**config.mk**
```make
export PLATFORM = sky130hd
export DESIGN_NAME = linear_weighted_moving_average
export DESIGN_NICKNAME = d
export VERILOG_FILES = /design/src/hw/rtl/lwma_pkg.sv /design/src/hw/rtl/lwma_hist.sv /design/src/hw/rtl/lwma_div.sv /design/src/hw/rtl/linear_weighted_moving_average.sv
export SDC_FILE = /design/constraint.sdc
export NUM_CORES = 1
export LEC_CHECK = 0
export BUFFER_PORTS_ARGS = -buffer_cell sky130_fd_sc_hd__buf_2
export CAP_MARGIN = 20
export CELL_PAD_IN_SITES_DETAIL_PLACEMENT = 0
export CELL_PAD_IN_SITES_GLOBAL_PLACEMENT = 1
export CORE_ASPECT_RATIO = 1.25
export CORE_MARGIN = 10
export CORE_UTILIZATION = 58
export DETAILED_ROUTE_END_ITERATION = 10
export PLACE_DENSITY_LB_ADDON = 0.3
export SYNTH_ARGS = -nofsm -noshare
export SYNTH_HDL_FRONTEND = slang
export SYNTH_SLANG_ARGS = --single-unit
```
**constraint.sdc**
```tcl
create_clock -name clk -period 17.04 [get_ports clk]
set_input_delay 2.556 -clock clk [delete_from_list [all_inputs] [get_ports clk]]
set_output_delay 2.556 -clock clk [all_outputs]
set_load 0.01 [all_outputs]
```
**src/hw/rtl/lwma_pkg.sv**
```systemverilog
`timescale 1ns / 1ps
`default_nettype none

package lwma_pkg;

  // fixed field widths
  localparam int SAMPLE_W = 16;
  localparam int CFG_W    = 5;

  // weights run from the window length down to one
  localparam int WEIGHT_W = CFG_W;
  // weighted sum: 16-bit sample times weight, summed over up to 31 taps
  localparam int ACC_W    = 26;
  localparam int MAG_W    = ACC_W - 1;
  // sum of weights, at most 31 * 32 / 2 = 496
  localparam int WSUM_W   = 9;
  localparam int DIV_CNT_W = $clog2(MAG_W);

  // shortest window that is averaged
  localparam logic [CFG_W-1:0] MIN_WINDOW = CFG_W'(2);

  typedef logic signed [SAMPLE_W-1:0] sample_t;
  typedef logic        [CFG_W-1:0]    window_t;
  typedef logic signed [ACC_W-1:0]    acc_t;
  typedef logic        [WSUM_W-1:0]   wsum_t;

  // sequencer to history store
  typedef struct packed {
    logic wr_en;    // store a new sample, aim read pointer at it
    logic rd_step;  // move read pointer one sample older
  } hist_ctl_t;

  // history store to sequencer
  typedef struct packed {
    logic win_ok;   // window is averaged once the pending sample is stored
  } hist_stat_t;

endpackage

`default_nettype wire

```
**src/hw/rtl/lwma_hist.sv**
```systemverilog
`timescale 1ns / 1ps
`default_nettype none

module lwma_hist #(
  parameter int DEPTH = 20
) (
  input  wire                 clk,
  input  wire                 rst_n,
  input  lwma_pkg::hist_ctl_t ctl,
  input  lwma_pkg::sample_t   wr_data,
  input  lwma_pkg::window_t   window,
  output lwma_pkg::hist_stat_t stat,
  output lwma_pkg::sample_t   rd_data
);

  localparam int PTR_W = (DEPTH > 1) ? $clog2(DEPTH) : 1;
  localparam int CNT_W = $clog2(DEPTH + 1);
  localparam int CMP_W = (CNT_W > lwma_pkg::CFG_W) ? CNT_W : lwma_pkg::CFG_W;
  localparam logic [PTR_W-1:0] LAST_SLOT = PTR_W'(DEPTH - 1);
  localparam logic [CNT_W-1:0] FULL_CNT  = CNT_W'(DEPTH);

  lwma_pkg::sample_t mem_r [DEPTH];
  logic [PTR_W-1:0]  wr_ptr_r;
  logic [PTR_W-1:0]  rd_ptr_r;
  logic [CNT_W-1:0]  fill_r;
  logic [CNT_W-1:0]  fill_after;

  // fill count as it stands once the pending sample is stored
  assign fill_after = (fill_r == FULL_CNT) ? fill_r : fill_r + 1'b1;

  assign stat.win_ok = (window >= lwma_pkg::MIN_WINDOW) &&
                       (CMP_W'(fill_after) >= CMP_W'(window));

  assign rd_data = mem_r[rd_ptr_r];

  // sample storage
  always_ff @(posedge clk) begin
    if (ctl.wr_en) begin
      mem_r[wr_ptr_r] <= wr_data;
    end
  end

  // pointers and fill count
  always_ff @(posedge clk) begin
    if (!rst_n) begin
      wr_ptr_r <= '0;
      rd_ptr_r <= '0;
      fill_r   <= '0;
    end else begin
      if (ctl.wr_en) begin
        wr_ptr_r <= (wr_ptr_r == LAST_SLOT) ? '0 : wr_ptr_r + 1'b1;
        rd_ptr_r <= wr_ptr_r;
        fill_r   <= fill_after;
      end else if (ctl.rd_step) begin
        rd_ptr_r <= (rd_ptr_r == '0) ? LAST_SLOT : rd_ptr_r - 1'b1;
      end
    end
  end

endmodule

`default_nettype wire

```
**src/hw/rtl/lwma_div.sv**
```systemverilog
`timescale 1ns / 1ps
`default_nettype none

module lwma_div (
  input  wire               clk,
  input  wire               rst_n,
  input  wire               start,
  input  lwma_pkg::acc_t    dividend,
  input  lwma_pkg::wsum_t   divisor,
  output logic              done,
  output lwma_pkg::sample_t quotient
);

  localparam int MAG_W  = lwma_pkg::MAG_W;
  localparam int WSUM_W = lwma_pkg::WSUM_W;
  localparam int CNT_W  = lwma_pkg::DIV_CNT_W;
  localparam logic [CNT_W-1:0] LAST_STEP = CNT_W'(MAG_W - 1);

  logic                busy_r;
  logic                done_r;
  logic                neg_r;
  logic [CNT_W-1:0]    cnt_r;
  logic [MAG_W-1:0]    q_r;
  logic [WSUM_W-1:0]   rem_r;
  logic [WSUM_W-1:0]   dvs_r;
  lwma_pkg::sample_t   quot_r;

  lwma_pkg::acc_t      abs_val;
  logic [WSUM_W:0]     rem_sh;
  logic                q_bit;
  logic [WSUM_W:0]     rem_sub;
  logic [MAG_W-1:0]    q_nxt;
  logic [MAG_W-1:0]    q_fin;

  assign abs_val = dividend[lwma_pkg::ACC_W-1] ? -dividend : dividend;

  // one restoring step: shift in next dividend bit, subtract if it fits
  always_comb begin
    rem_sh  = {rem_r, q_r[MAG_W-1]};
    q_bit   = (rem_sh >= {1'b0, dvs_r});
    rem_sub = q_bit ? (rem_sh - {1'b0, dvs_r}) : rem_sh;
    q_nxt   = {q_r[MAG_W-2:0], q_bit};
    q_fin   = neg_r ? (~q_nxt + 1'b1) : q_nxt;
  end

  always_ff @(posedge clk) begin
    if (!rst_n) begin
      busy_r <= 1'b0;
      done_r <= 1'b0;
    end else begin
      done_r <= !start && busy_r && (cnt_r == LAST_STEP);
      if (start) begin
        busy_r <= 1'b1;
      end else if (busy_r && (cnt_r == LAST_STEP)) begin
        busy_r <= 1'b0;
      end
    end
  end

  // datapath
  always_ff @(posedge clk) begin
    if (start) begin
      neg_r <= dividend[lwma_pkg::ACC_W-1];
      q_r   <= abs_val[MAG_W-1:0];
      rem_r <= '0;
      dvs_r <= divisor;
      cnt_r <= '0;
    end else if (busy_r) begin
      q_r   <= q_nxt;
      rem_r <= rem_sub[WSUM_W-1:0];
      cnt_r <= cnt_r + 1'b1;
      if (cnt_r == LAST_STEP) begin
        quot_r <= q_fin[lwma_pkg::SAMPLE_W-1:0];
      end
    end
  end

  assign done     = done_r;
  assign quotient = quot_r;

endmodule

`default_nettype wire

```
**src/hw/rtl/linear_weighted_moving_average.sv**
```systemverilog
// sequence: a bypassed request (window not averaged) goes straight to the output state;
//   averaging a window of N samples takes N multiply-accumulate steps, 25 divider steps
// requests: one at a time; the next is taken once the result is registered, and the
//   output state holds while out_valid is high and out_ready is low (back-pressure)
// reset: rst_n synchronous active low clears pointers, fill count, window length
//   and output valid; stored samples are not cleared
`timescale 1ns / 1ps
`default_nettype none

module linear_weighted_moving_average #(
  parameter int HISTORY_DEPTH = 20
) (
  input  wire                            clk,
  input  wire                            rst_n,
  input  wire                            in_valid,
  output logic                           in_ready,
  input  wire signed [15:0]              in_sample,
  output logic                           out_valid,
  input  wire                            out_ready,
  output logic signed [15:0]             out_filtered,
  input  wire                            cfg_wr_en,
  input  wire [lwma_pkg::CFG_W-1:0]      cfg_wr_data
);

  typedef enum logic [1:0] {
    S_IDLE,
    S_MAC,
    S_DIV,
    S_OUT
  } state_t;

  state_t                state_r;
  lwma_pkg::window_t     window_r;
  logic [lwma_pkg::WEIGHT_W-1:0] weight_r;
  lwma_pkg::acc_t        acc_r;
  lwma_pkg::wsum_t       wsum_r;
  lwma_pkg::sample_t     res_r;
  logic                  div_start_r;
  logic                  out_valid_r;
  lwma_pkg::sample_t     out_filtered_r;

  lwma_pkg::hist_ctl_t   hist_ctl;
  lwma_pkg::hist_stat_t  hist_stat;
  lwma_pkg::sample_t     rd_data;
  logic                  in_fire;
  logic signed [lwma_pkg::SAMPLE_W+lwma_pkg::WEIGHT_W:0] prod;
  logic                  div_done;
  lwma_pkg::sample_t     div_quot;

  assign in_ready     = (state_r == S_IDLE);
  assign in_fire      = in_valid && in_ready;
  assign out_valid    = out_valid_r;
  assign out_filtered = out_filtered_r;

  assign hist_ctl = '{wr_en: in_fire, rd_step: (state_r == S_MAC)};

  lwma_hist #(
    .DEPTH(HISTORY_DEPTH)
  ) u_hist (
    .clk     (clk),
    .rst_n   (rst_n),
    .ctl     (hist_ctl),
    .wr_data (in_sample),
    .window  (window_r),
    .stat    (hist_stat),
    .rd_data (rd_data)
  );

  lwma_div u_div (
    .clk      (clk),
    .rst_n    (rst_n),
    .start    (div_start_r),
    .dividend (acc_r),
    .divisor  (wsum_r),
    .done     (div_done),
    .quotient (div_quot)
  );

  // one tap of the weighted sum
  assign prod = rd_data * $signed({1'b0, weight_r});

  // window length register
  always_ff @(posedge clk) begin
    if (!rst_n) begin
      window_r <= '0;
    end else if (cfg_wr_en) begin
      window_r <= cfg_wr_data;
    end
  end

  // sequencer
  always_ff @(posedge clk) begin
    if (!rst_n) begin
      state_r     <= S_IDLE;
      div_start_r <= 1'b0;
      out_valid_r <= 1'b0;
    end else begin
      div_start_r <= (state_r == S_MAC) && (weight_r == lwma_pkg::WEIGHT_W'(1));
      if (out_valid_r && out_ready && (state_r != S_OUT)) begin
        out_valid_r <= 1'b0;
      end
      unique case (state_r)
        S_IDLE: begin
          if (in_fire) begin
            res_r    <= in_sample;
            weight_r <= window_r;
            acc_r    <= '0;
            wsum_r   <= '0;
            state_r  <= hist_stat.win_ok ? S_MAC : S_OUT;
          end
        end
        S_MAC: begin
          acc_r    <= acc_r + lwma_pkg::ACC_W'(prod);
          wsum_r   <= wsum_r + lwma_pkg::WSUM_W'(weight_r);
          weight_r <= weight_r - 1'b1;
          if (weight_r == lwma_pkg::WEIGHT_W'(1)) begin
            state_r <= S_DIV;
          end
        end
        S_DIV: begin
          if (div_done) begin
            res_r   <= div_quot;
            state_r <= S_OUT;
          end
        end
        S_OUT: begin
          if (!out_valid_r || out_ready) begin
            out_valid_r    <= 1'b1;
            out_filtered_r <= res_r;
            state_r        <= S_IDLE;
          end
        end
        default: begin
          state_r <= S_IDLE;
        end
      endcase
    end
  end

  // checks
  a_accept_leaves_idle: assert property (@(posedge clk) disable iff (!rst_n)
    in_fire |=> (state_r == S_MAC) || (state_r == S_OUT))
    else $error("request accepted but sequencer stayed idle");

  a_done_in_div: assert property (@(posedge clk) disable iff (!rst_n)
    div_done |-> (state_r == S_DIV))
    else $error("divider finished outside divide state");

  a_mac_weight: assert property (@(posedge clk) disable iff (!rst_n)
    (state_r == S_MAC) |-> (weight_r != '0))
    else $error("weighted sum walked past the oldest tap");

  a_div_waits: assert property (@(posedge clk) disable iff (!rst_n)
    ((state_r == S_DIV) && !div_done) |=> (state_r == S_DIV))
    else $error("left divide state before quotient was ready");

endmodule

`default_nettype wire
```
==> results of run 1 <==
cells by family after synthesis:
logic type / count (synthesis) / synth area share (%)
DFF: 488 / 58.3
and+or+nand+nor: 378 / 7.70
buffers and inverters: 243 / 3.83
AOI/OAI and AO/OA: 224 / 6.06
adders and majority gates: 161 / 10.5
muxes: 159 / 10.8
xor gates and xnor gates: 79 / 2.84
registers in the layout, indices dropped and copies added (netlist names), 16 cells and up, named ones only:
name / flops
res_r: 16
u_hist.mem_r: 320
out_filtered: 16
u_div.quotient: 16
acc_r: 26
u_div.q_r: 25
synth_stat cells (3+ instances only):
cell | count | share of area, %
a211oi_1 | 8 | 0.25
a21boi_0 | 8 | 0.25
a21o_1 | 11 | 0.34
a21oi_1 | 71 | 1.5
a31oi_1 | 6 | 0.15
and2_1 | 36 | 0.92
and3_1 | 4 | 0.10
buf_1 | 5 | 0.077
buf_2 | 8 | 0.16
clkbuf_1 | 66 | 1.0
dfxtp_1 | 45 | 3.7
edfxtp_1 | 443 | 55
fa_1 | 74 | 6.1
ha_1 | 87 | 4.5
inv_1 | 161 | 2.5
mux2_2 | 30 | 1.4
mux2i_1 | 49 | 2.0
mux4_2 | 80 | 7.4
nand2_1 | 92 | 1.4
nand2b_1 | 26 | 0.67
nand3_1 | 16 | 0.33
nand3b_1 | 3 | 0.092
nand4_1 | 14 | 0.36
nor2_1 | 101 | 1.6
nor2b_1 | 35 | 0.90
nor3_1 | 22 | 0.45
o2111ai_1 | 3 | 0.11
o211a_1 | 3 | 0.12
o211ai_1 | 6 | 0.18
o21a_1 | 8 | 0.25
o21ai_0 | 45 | 0.92
o21bai_1 | 3 | 0.092
o22ai_1 | 14 | 0.36
o31ai_1 | 12 | 0.37
o41ai_1 | 6 | 0.22
o41ai_2 | 5 | 0.33
or2_2 | 5 | 0.13
or3_1 | 8 | 0.21
or3_4 | 4 | 0.18
or4_1 | 4 | 0.12
xnor2_1 | 54 | 1.9
xor2_1 | 25 | 0.90
cell type report:
type                            instances  area (µm²)  area share (%)
Antenna cell                            1        2.50         0.00935
Clock buffer                           55        1210            4.51
Clock inverter                         30         337            1.26
Inverter                              162         608            2.27
Multi-Input combinational cell       1001        9260            34.6
Sequential cell                       488       14200            53.1
Tap cell                              552         691            2.58
Timing Repair Buffer                   66         428            1.60
worst paths after layout:
kind                           start                         to  slack, ns  cells past startpoint
hold / removal    res_r[1]$_DFFE_PP_  out_filtered[1]$_DFFE_PP_       0.42                      0
setup / recovery           flip-flop    acc_r[24]$_SDFFCE_PN0P_       9.33                     21
hold reg to reg   res_r[1]$_DFFE_PP_  out_filtered[1]$_DFFE_PP_       0.42                      0
setup reg to reg           flip-flop    acc_r[24]$_SDFFCE_PN0P_       9.33                     21
metal layers:
metal | share of wire [%] | GRT usage, % | vias up
li1 | - | - | 6388
met1 | 39 | 25.3 | 7076
met2 | 54 | 38.1 | 375
met3 | 4.8 | 2.68 | 96
met4 | 3.0 | 7.36 | 0
met5 | 0 | 0 | -
through the flow:
step	instance area [µm²]	setup slack [ns]	std cells	utilization, %	hold WS [ns]
after detailed placement	25100	9.31	2265	60.8	0.410
after global placement	25100	9.39	2265	60.8	0.402
after CTS	26700	9.25	2350	64.5	0.427
after global routing	26700	8.74	2354	64.7	0.439
after floorplan	24400	10.94	1732	-	0.400
final	26700	9.33	2355	64.7	0.424
==> reports/qor.csv, run 1 <==
metric;value;unit
Pre-antenna DRT Iters;5;
root buffer cell;clkbuf_16;
grt ovf;0;
part of the Yosys area used for sequential elements;58.3;%
Max-slew headroom;26.2;%
Worst Tran Pin Value;1.11;ns
Slowest cell on crit path;buf_4;
pin count of the biggest net entering global routing;59;
CP Buf/Inv Count;5;
top_reg_cell synth;edfxtp_1;
Worst Setup End Kind;flip-flop;
#FFs+latches synth;488;
cells after synthesis;1732;
via count;13935;
RSZ-0062 raised after global routing;false;
largest delay contributor family on the critical path;adder cells;
Avg Vias per Cell;5.92;
Startpoint Class;flip-flop;
Syn Area/Cell;14.1;µm²
final hold violations;0;
Final ANT Viol Nets;0;
Final Cycle Share;45.2;%
DRC;0;
fmax;0.130;GHz
Final Setup Violations;0;
layout cell share with drive strength beyond 1;15.3;%
Bufs on Longest Clock Path;3;
Clock Skews;0.0259;ns
Post-synth EDFFs;443;
critical path arrival;8.14;ns
H-tree levels;2;
gr usage total;21.1;%
initial antenna violation count;0;
TritonCTS clock tree;done;
row cnt;83;
drt wl/cell;22.5;µm
post-route minimum period;7.71;ns
Worst Path Class, Setup;flip-flop to flip-flop;
crit-path cells;buf_4, mux4_2, mux2i_1, o22ai_1, a21oi_1, nor2_1, fa_1, inv_1, fa_1, inv_1, fa_1, inv_1, fa_1, inv_1, ha_1, a21o_1, a21o_1, a21oi_1, o21ai_0, or4_1, nand3_1;
Buffers on Ports;43;
die width;203;µm
hpwl dp;35100;µm
YS warnings;0;
Fillers;3032;
post_cts resized;0;
routed wire length;53000;µm
fin nets;1953;
vias in the first global route;14521;
syn nets;1919;
CP Data Required Time;17.47;ns
most common cell after layout, fill and taps aside;edfxtp_1;
die area;0.0507;mm²
final slew viol count;0;
most frequent cells in the layout;443 x edfxtp_1, 161 x inv_1, 98 x nor2_1;
clock tree sinks;488;
global-route wire length before repair;83500;µm
Critical Path Max Stage Delay;0.85;ns
status;complete, no violations;
starting density of the core;59.0;%
Final Wtd Congestion;0.879;
asr flop ratio synth;0;%
Mapped Area;0.0244;mm²
number of max-cap violations;0;
min-delay worst type;flip-flop to flip-flop;
Netlist cell types;62;
I/O pin cnt;44;
clock-pin slew on the worst setup and hold paths;0.07;ns
synthesis-to-layout area growth;9.70;%
CP Max Fanout;45;
hold buffer count at CTS;0;
DRT iter0 DRCs;996;
Num CTS Buffers;47;
setup tns final;0;ns
post-CTS setup buffer count;0;
Skew-Pair Late Insertion Delay;0.57;ns
Die H;249;µm
area of the core;0.0413;mm²
Power of run 1 is left out: the tool's default activity adds up to more than one toggle a clock period on the data nets, which glitch-free logic cannot reach.
==> inputs of run 2 (changes only) <==
--- a/config.mk
+++ b/config.mk
@@ -11,7 +11,7 @@
 export CELL_PAD_IN_SITES_GLOBAL_PLACEMENT = 1
 export CORE_ASPECT_RATIO = 1.25
 export CORE_MARGIN = 10
-export CORE_UTILIZATION = 58
+export CORE_UTILIZATION = 54
 export DETAILED_ROUTE_END_ITERATION = 10
 export PLACE_DENSITY_LB_ADDON = 0.3
 export SYNTH_ARGS = -nofsm -noshare
==> constraint.sdc (replaced) <==
create_clock -name clk -period 8.05 [get_ports clk]
set_input_delay 1.2075 -clock clk [delete_from_list [all_inputs] [get_ports clk]]
set_output_delay 1.2075 -clock clk [all_outputs]
set_load 0.01 [all_outputs]
==> reports/qor.csv, run 2 (synthesis gave the netlist of run 1 again) <==
metric;value;unit;change
status;complete, no violations;;
DRC;0;;unchanged
hpwl dp;36600;µm;+4.3%
layout cell share with drive strength beyond 1;16.3;%;+0.95 points
min-delay worst type;flip-flop to flip-flop;;
post-route minimum period;7.01;ns;-0.699 ns
area of the core;0.0448;mm²;+8.5%
routed wire length;53500;µm;+0.90%
Num CTS Buffers;46;;-2.1%
Final ANT Viol Nets;0;;unchanged
CP Buf/Inv Count;5;;unchanged
setup tns final;0;ns;unchanged
CP Max Fanout;29;;-36%
most common cell after layout, fill and taps aside;edfxtp_1;;
Skew-Pair Late Insertion Delay;0.60;ns;+0.03 ns
Max-slew headroom;25.0;%;-1.1 points
Largest register FFs;320;;unchanged
slack of the worst reg-to-reg path;1.04;ns;-8.29 ns
vias in the first global route;14354;;-1.2%
initial antenna violation count;1;;+1
pin count of the biggest net entering global routing;59;;unchanged
synthesis-to-layout area growth;10.5;%;
terminus of the critical flop-to-flop path;acc_r[24]$_SDFFCE_PN0P_;;
via count;13878;;-0.41%
Multi-input gate area;0.00927;mm²;about the same
Final Wtd Congestion;0.894;;+1.7%
drt wl/cell;22.4;µm;-0.71%
Bufs on Longest Clock Path;3;;unchanged
final hold violations;0;;unchanged
Die H;258;µm;+3.3%
largest delay contributor family on the critical path;adder cells;;
RSZ-0062 raised after global routing;false;;
final slew viol count;0;;unchanged
largest reg by FF count;u_hist.mem_r;;
reg2reg path depth;21;;unchanged
Critical Path Max Stage Delay;0.72;ns;-0.13 ns
Final Setup Violations;0;;unchanged
die area;0.0541;mm²;+6.7%
clock-pin slew on the worst setup and hold paths;0.07;ns;about the same
row cnt;87;;+4.8%
Clock Skews;0.0196;ns;-0.00636 ns
grt ovf;0;;unchanged
fin nets;1963;;+0.51%
Avg Vias per Cell;5.80;;-2.0%
Fillers;3491;;+15%
CP Data Required Time;8.52;ns;-8.95 ns
Crit. path cell count;21;;unchanged
TritonCTS clock tree;done;;
Setup crit end;acc_r[24]$_SDFFCE_PN0P_;;
DRT iter0 DRCs;973;;-2.3%
I/O pin cnt;44;;unchanged
Startpoint Class;flip-flop;;
clock tree sinks;488;;unchanged
H-tree levels;2;;unchanged
starting density of the core;54.4;%;-4.6 points
root buffer cell;clkbuf_16;;
sequential cell area;0.0142;mm²;unchanged
crit-path cells;buf_4, mux4_2, mux2i_1, o22ai_1, a21oi_1, nor2_1, fa_1, inv_1, fa_1, inv_1, fa_1, inv_1, fa_1, inv_1, ha_1, a21o_1, a21o_1, a21oi_1, o21ai_0, or4_1, nand3_1;;
Buffers on Ports;43;;unchanged
Worst Path Class, Setup;flip-flop to flip-flop;;
hold buffer count at CTS;0;;unchanged
global-route wire length before repair;83500;µm;about the same
Worst Setup End Kind;flip-flop;;
die width;210;µm;+3.3%
number of max-cap violations;0;;unchanged
most frequent cells in the layout;443 x edfxtp_1, 161 x inv_1, 96 x nor2_1;;
post-CTS setup buffer count;0;;unchanged
Worst Tran Pin Value;1.12;ns;+0.0184 ns
Slowest cell on crit path;dfxtp_4;;
post_cts resized;0;;unchanged
gr usage total;20.0;%;-1.1 points
Pre-antenna DRT Iters;6;;+1
fmax;0.143;GHz;+10%
critical path arrival;7.48;ns;-0.66 ns
Final Cycle Share;87.1;%;+42 points
biggest regs;u_hist.mem_r: 320 flops, acc_r: 26 flops, u_div.q_r: 25 flops;;
-- run 2: worst min-delay path by stage --
| stage | slack [ns] | endpoint | depth (start not counted) | startpoint |
|---|---|---|---|---|
| after floorplan | 0.40 | out_filtered[0]$_DFFE_PP_ | 0 | res_r[0]$_DFFE_PP_ |
| after global placement | 0.40 | out_filtered[1]$_DFFE_PP_ | 0 | res_r[1]$_DFFE_PP_ |
| after detailed placement | 0.41 | out_filtered[1]$_DFFE_PP_ | 0 | res_r[1]$_DFFE_PP_ |
| after CTS | 0.41 | out_filtered[1]$_DFFE_PP_ | 0 | res_r[1]$_DFFE_PP_ |
| after global routing | 0.42 | out_filtered[1]$_DFFE_PP_ | 0 | res_r[1]$_DFFE_PP_ |
| final | 0.41 | out_filtered[1]$_DFFE_PP_ | 0 | res_r[1]$_DFFE_PP_ |
-- run 2: worst reg2reg max path, delay by kind of cell, from the launching register on --
kind                     cells  cell delay, ns
buffers and inverters        5            0.58
AO/OA/AOI/OAI                6            1.47
adder cells (fa/ha/maj)      5            2.58
AND/OR/NAND/NOR              3            0.85
multiplexers                 2            0.69
flip-flops                   1            0.72
-- run 2: final cells by class --
| cell class | count | area share [%] |
|---|---|---|
| inverters | 162 | 2.26 |
| repair buffers | 77 | 1.83 |
| flip-flops and latches | 488 | 52.7 |
| well taps | 578 | 2.68 |
| clock inverters | 37 | 1.76 |
| diodes | 1 | 0.00929 |
| multi-input cells | 1001 | 34.4 |
| clock buffers | 49 | 4.31 |
-- run 2: metrics by stage --
step | hold slack [ns] | utilization [%] | cells | cell area, µm² | worst slack [ns]
floorplan | 0.400 | - | 1732 | 24400 | 1.95
global placement | 0.401 | 56.3 | 2303 | 25300 | 1.10
detailed placement | 0.405 | 56.3 | 2303 | 25300 | 0.994
CTS | 0.410 | 60.0 | 2389 | 26900 | 0.953
global route | 0.416 | 60.1 | 2392 | 26900 | 0.555
finish | 0.406 | 60.1 | 2393 | 26900 | 1.04
-- run 2: metal layers --
layer	vias to the layer above	track usage, %	routed length [µm]
met5	-	0	0
met4	0	7.14	1780
met3	101	2.93	2730
met2	376	36.7	28800
met1	7017	23.1	20200
li1	6384	-	-
Power of run 2 is left out for the same reason.
==> inputs of run 3 (changes only) <==
--- a/config.mk
+++ b/config.mk
@@ -5,7 +5,6 @@
 export SDC_FILE = /design/constraint.sdc
 export NUM_CORES = 1
 export LEC_CHECK = 0
-export BUFFER_PORTS_ARGS = -buffer_cell sky130_fd_sc_hd__buf_2
 export CAP_MARGIN = 20
 export CELL_PAD_IN_SITES_DETAIL_PLACEMENT = 0
 export CELL_PAD_IN_SITES_GLOBAL_PLACEMENT = 1
@@ -13,6 +12,8 @@
 export CORE_MARGIN = 10
 export CORE_UTILIZATION = 54
 export DETAILED_ROUTE_END_ITERATION = 10
+export DONT_BUFFER_PORTS = 1
+export GPL_TIMING_DRIVEN = 1
 export PLACE_DENSITY_LB_ADDON = 0.3
 export SYNTH_ARGS = -nofsm -noshare
 export SYNTH_HDL_FRONTEND = slang
==> reports/qor.csv, run 3 (synthesis gave the netlist of run 1 again) <==
metric;value;unit;change
Die H;258;µm;unchanged
synthesis-to-layout area growth;9.13;%;
CP Max Fanout;16;;-45%
root buffer cell;clkbuf_16;;
Worst Setup End Kind;flip-flop;;
fin nets;1916;;-2.4%
vias in the first global route;14133;;-1.5%
die area;0.0541;mm²;unchanged
Final ANT Viol Nets;0;;unchanged
Fillers;3411;;-2.3%
Clock Skews;0.0224;ns;+0.00282 ns
WHS;0.403;ns;-0.00280 ns
met3 wire len;2040;µm;-25%
gr usage total;20.0;%;about the same
status;complete, no violations;;
Bufs on Longest Clock Path;3;;unchanged
biggest regs;u_hist.mem_r: 320 flops, acc_r: 26 flops, u_div.q_r: 25 flops;;
post_cts resized;0;;unchanged
most common cell after layout, fill and taps aside;edfxtp_1;;
highest routing layer actually used;met4;;
pin count of the biggest net entering global routing;59;;unchanged
CP Buf/Inv Count;5;;unchanged
via count;13699;;-1.3%
clock-pin slew on the worst setup and hold paths;0.07;ns;about the same
Buffers on Ports;0;;-100%
initial antenna violation count;0;;-1
final instance area;0.0266;mm²;-1.3%
WL met2;29200;µm;+1.5%
routed wire length;53900;µm;+0.83%
post-route minimum period;6.80;ns;-0.210 ns
Skew-Pair Late Insertion Delay;0.58;ns;-0.02 ns
Num CTS Buffers;48;;+4.3%
grt ovf;0;;unchanged
I/O pin cnt;44;;unchanged
area of the core;0.0448;mm²;unchanged
Startpoint Class;flip-flop;;
drt wl/cell;23.0;µm;+2.9%
starting density of the core;54.4;%;unchanged
fmax;0.147;GHz;+3.1%
Worst Path Class, Setup;flip-flop to flip-flop;;
clock tree sinks;488;;unchanged
Critical Path Max Stage Delay;0.57;ns;-0.15 ns
H-tree levels;2;;unchanged
row cnt;87;;unchanged
number of max-cap violations;0;;unchanged
Final Wtd Congestion;0.865;;-3.2%
Worst Tran Pin Value;1.11;ns;-0.0175 ns
setup tns final;0;ns;unchanged
die width;210;µm;unchanged
Slowest cell on crit path;fa_1;;
global-route wire length before repair;84400;µm;+1.1%
critical path arrival;7.24;ns;-0.24 ns
hpwl dp;37600;µm;+2.7%
CP Data Required Time;8.49;ns;-0.03 ns
RSZ-0062 raised after global routing;false;;
final slew viol count;0;;unchanged
most frequent cells in the layout;443 x edfxtp_1, 161 x inv_1, 98 x nor2_1;;
crit-path cells;buf_4, mux4_2, mux2i_1, o22ai_1, a21oi_1, nor2_1, fa_1, inv_1, fa_1, inv_1, fa_1, inv_1, fa_1, inv_1, ha_1, a21o_1, a21o_1, a21oi_1, o21ai_0, or4_1, nand3_1;;
final cell utilization of the core;59.3;%;-0.75 points
hold buffer count at CTS;0;;unchanged
Post-DP Area;0.0250;mm²;-0.95%
largest delay contributor family on the critical path;adder cells;;
DRC;0;;unchanged
TritonCTS clock tree;done;;
final hold violations;0;;unchanged
Final Setup Violations;0;;unchanged
Avg Vias per Cell;5.84;;+0.73%
Largest register FFs;320;;unchanged
post-CTS setup buffer count;0;;unchanged
Max-slew headroom;26.1;%;+1.1 points
layout cell share with drive strength beyond 1;13.4;%;-2.9 points
WL met1;21200;µm;+5.1%
min-delay worst type;flip-flop to flip-flop;;
Final Cycle Share;84.4;%;-2.6 points
largest reg by FF count;u_hist.mem_r;;
Pre-antenna DRT Iters;5;;-1
DRT iter0 DRCs;966;;-0.72%
[run 3: cell count changes in the layout (fill, tap and decap cells not counted), sizes merged]
cell and change:
buf -49, clkbuf +9, clkinvlp -3, bufinv -5
[run 3: path summary, 6_finish.rpt]
kind / cells past startpoint / to / startpoint / slack (ns)
worst max-delay path: 21 / acc_r[24]$_SDFFCE_PN0P_ / flip-flop / 1.25
worst min-delay path: 0 / out_filtered[6]$_DFFE_PP_ / res_r[6]$_DFFE_PP_ / 0.40
worst max register to register: 21 / acc_r[24]$_SDFFCE_PN0P_ / flip-flop / 1.25
worst min register to register: 0 / out_filtered[6]$_DFFE_PP_ / res_r[6]$_DFFE_PP_ / 0.40
[run 3: area by class of cell]
cell class	instances	area (µm²)	share of cell area (%)
well taps	578	723	2.72
multi-input cells	1001	9260	34.8
clock buffers	58	1260	4.74
inverters	162	608	2.29
repair buffers	28	263	0.987
diodes	1	2.50	0.00940
flip-flops and latches	488	14200	53.4
clock inverters	29	275	1.03
[run 3: worst reg2reg max path: cells and delay by family, from the launching register on]
kind            cells  cell delay, ns
compound gates      6            1.34
buf+inv             5            0.63
fa+ha+maj           5            2.55
flops               1            0.50
simple gates        3            0.90
mux                 2            0.74
[run 3: through the flow]
step | worst slack [ns] | instances
after detailed placement | 1.24 | 2254
final | 1.25 | 2345
after floorplan | 1.95 | 1732
after global placement | 1.24 | 2254
after CTS | 1.23 | 2341
after global routing | 0.884 | 2344
[run 3: metal layers]
metal / vias to the layer above / GRT usage [%]
met5: - / 0
met4: 0 / 5.94
met3: 79 / 2.40
met2: 341 / 36.7
met1: 6958 / 24.0
li1: 6321 / -
Power of run 3 is left out for the same reason.
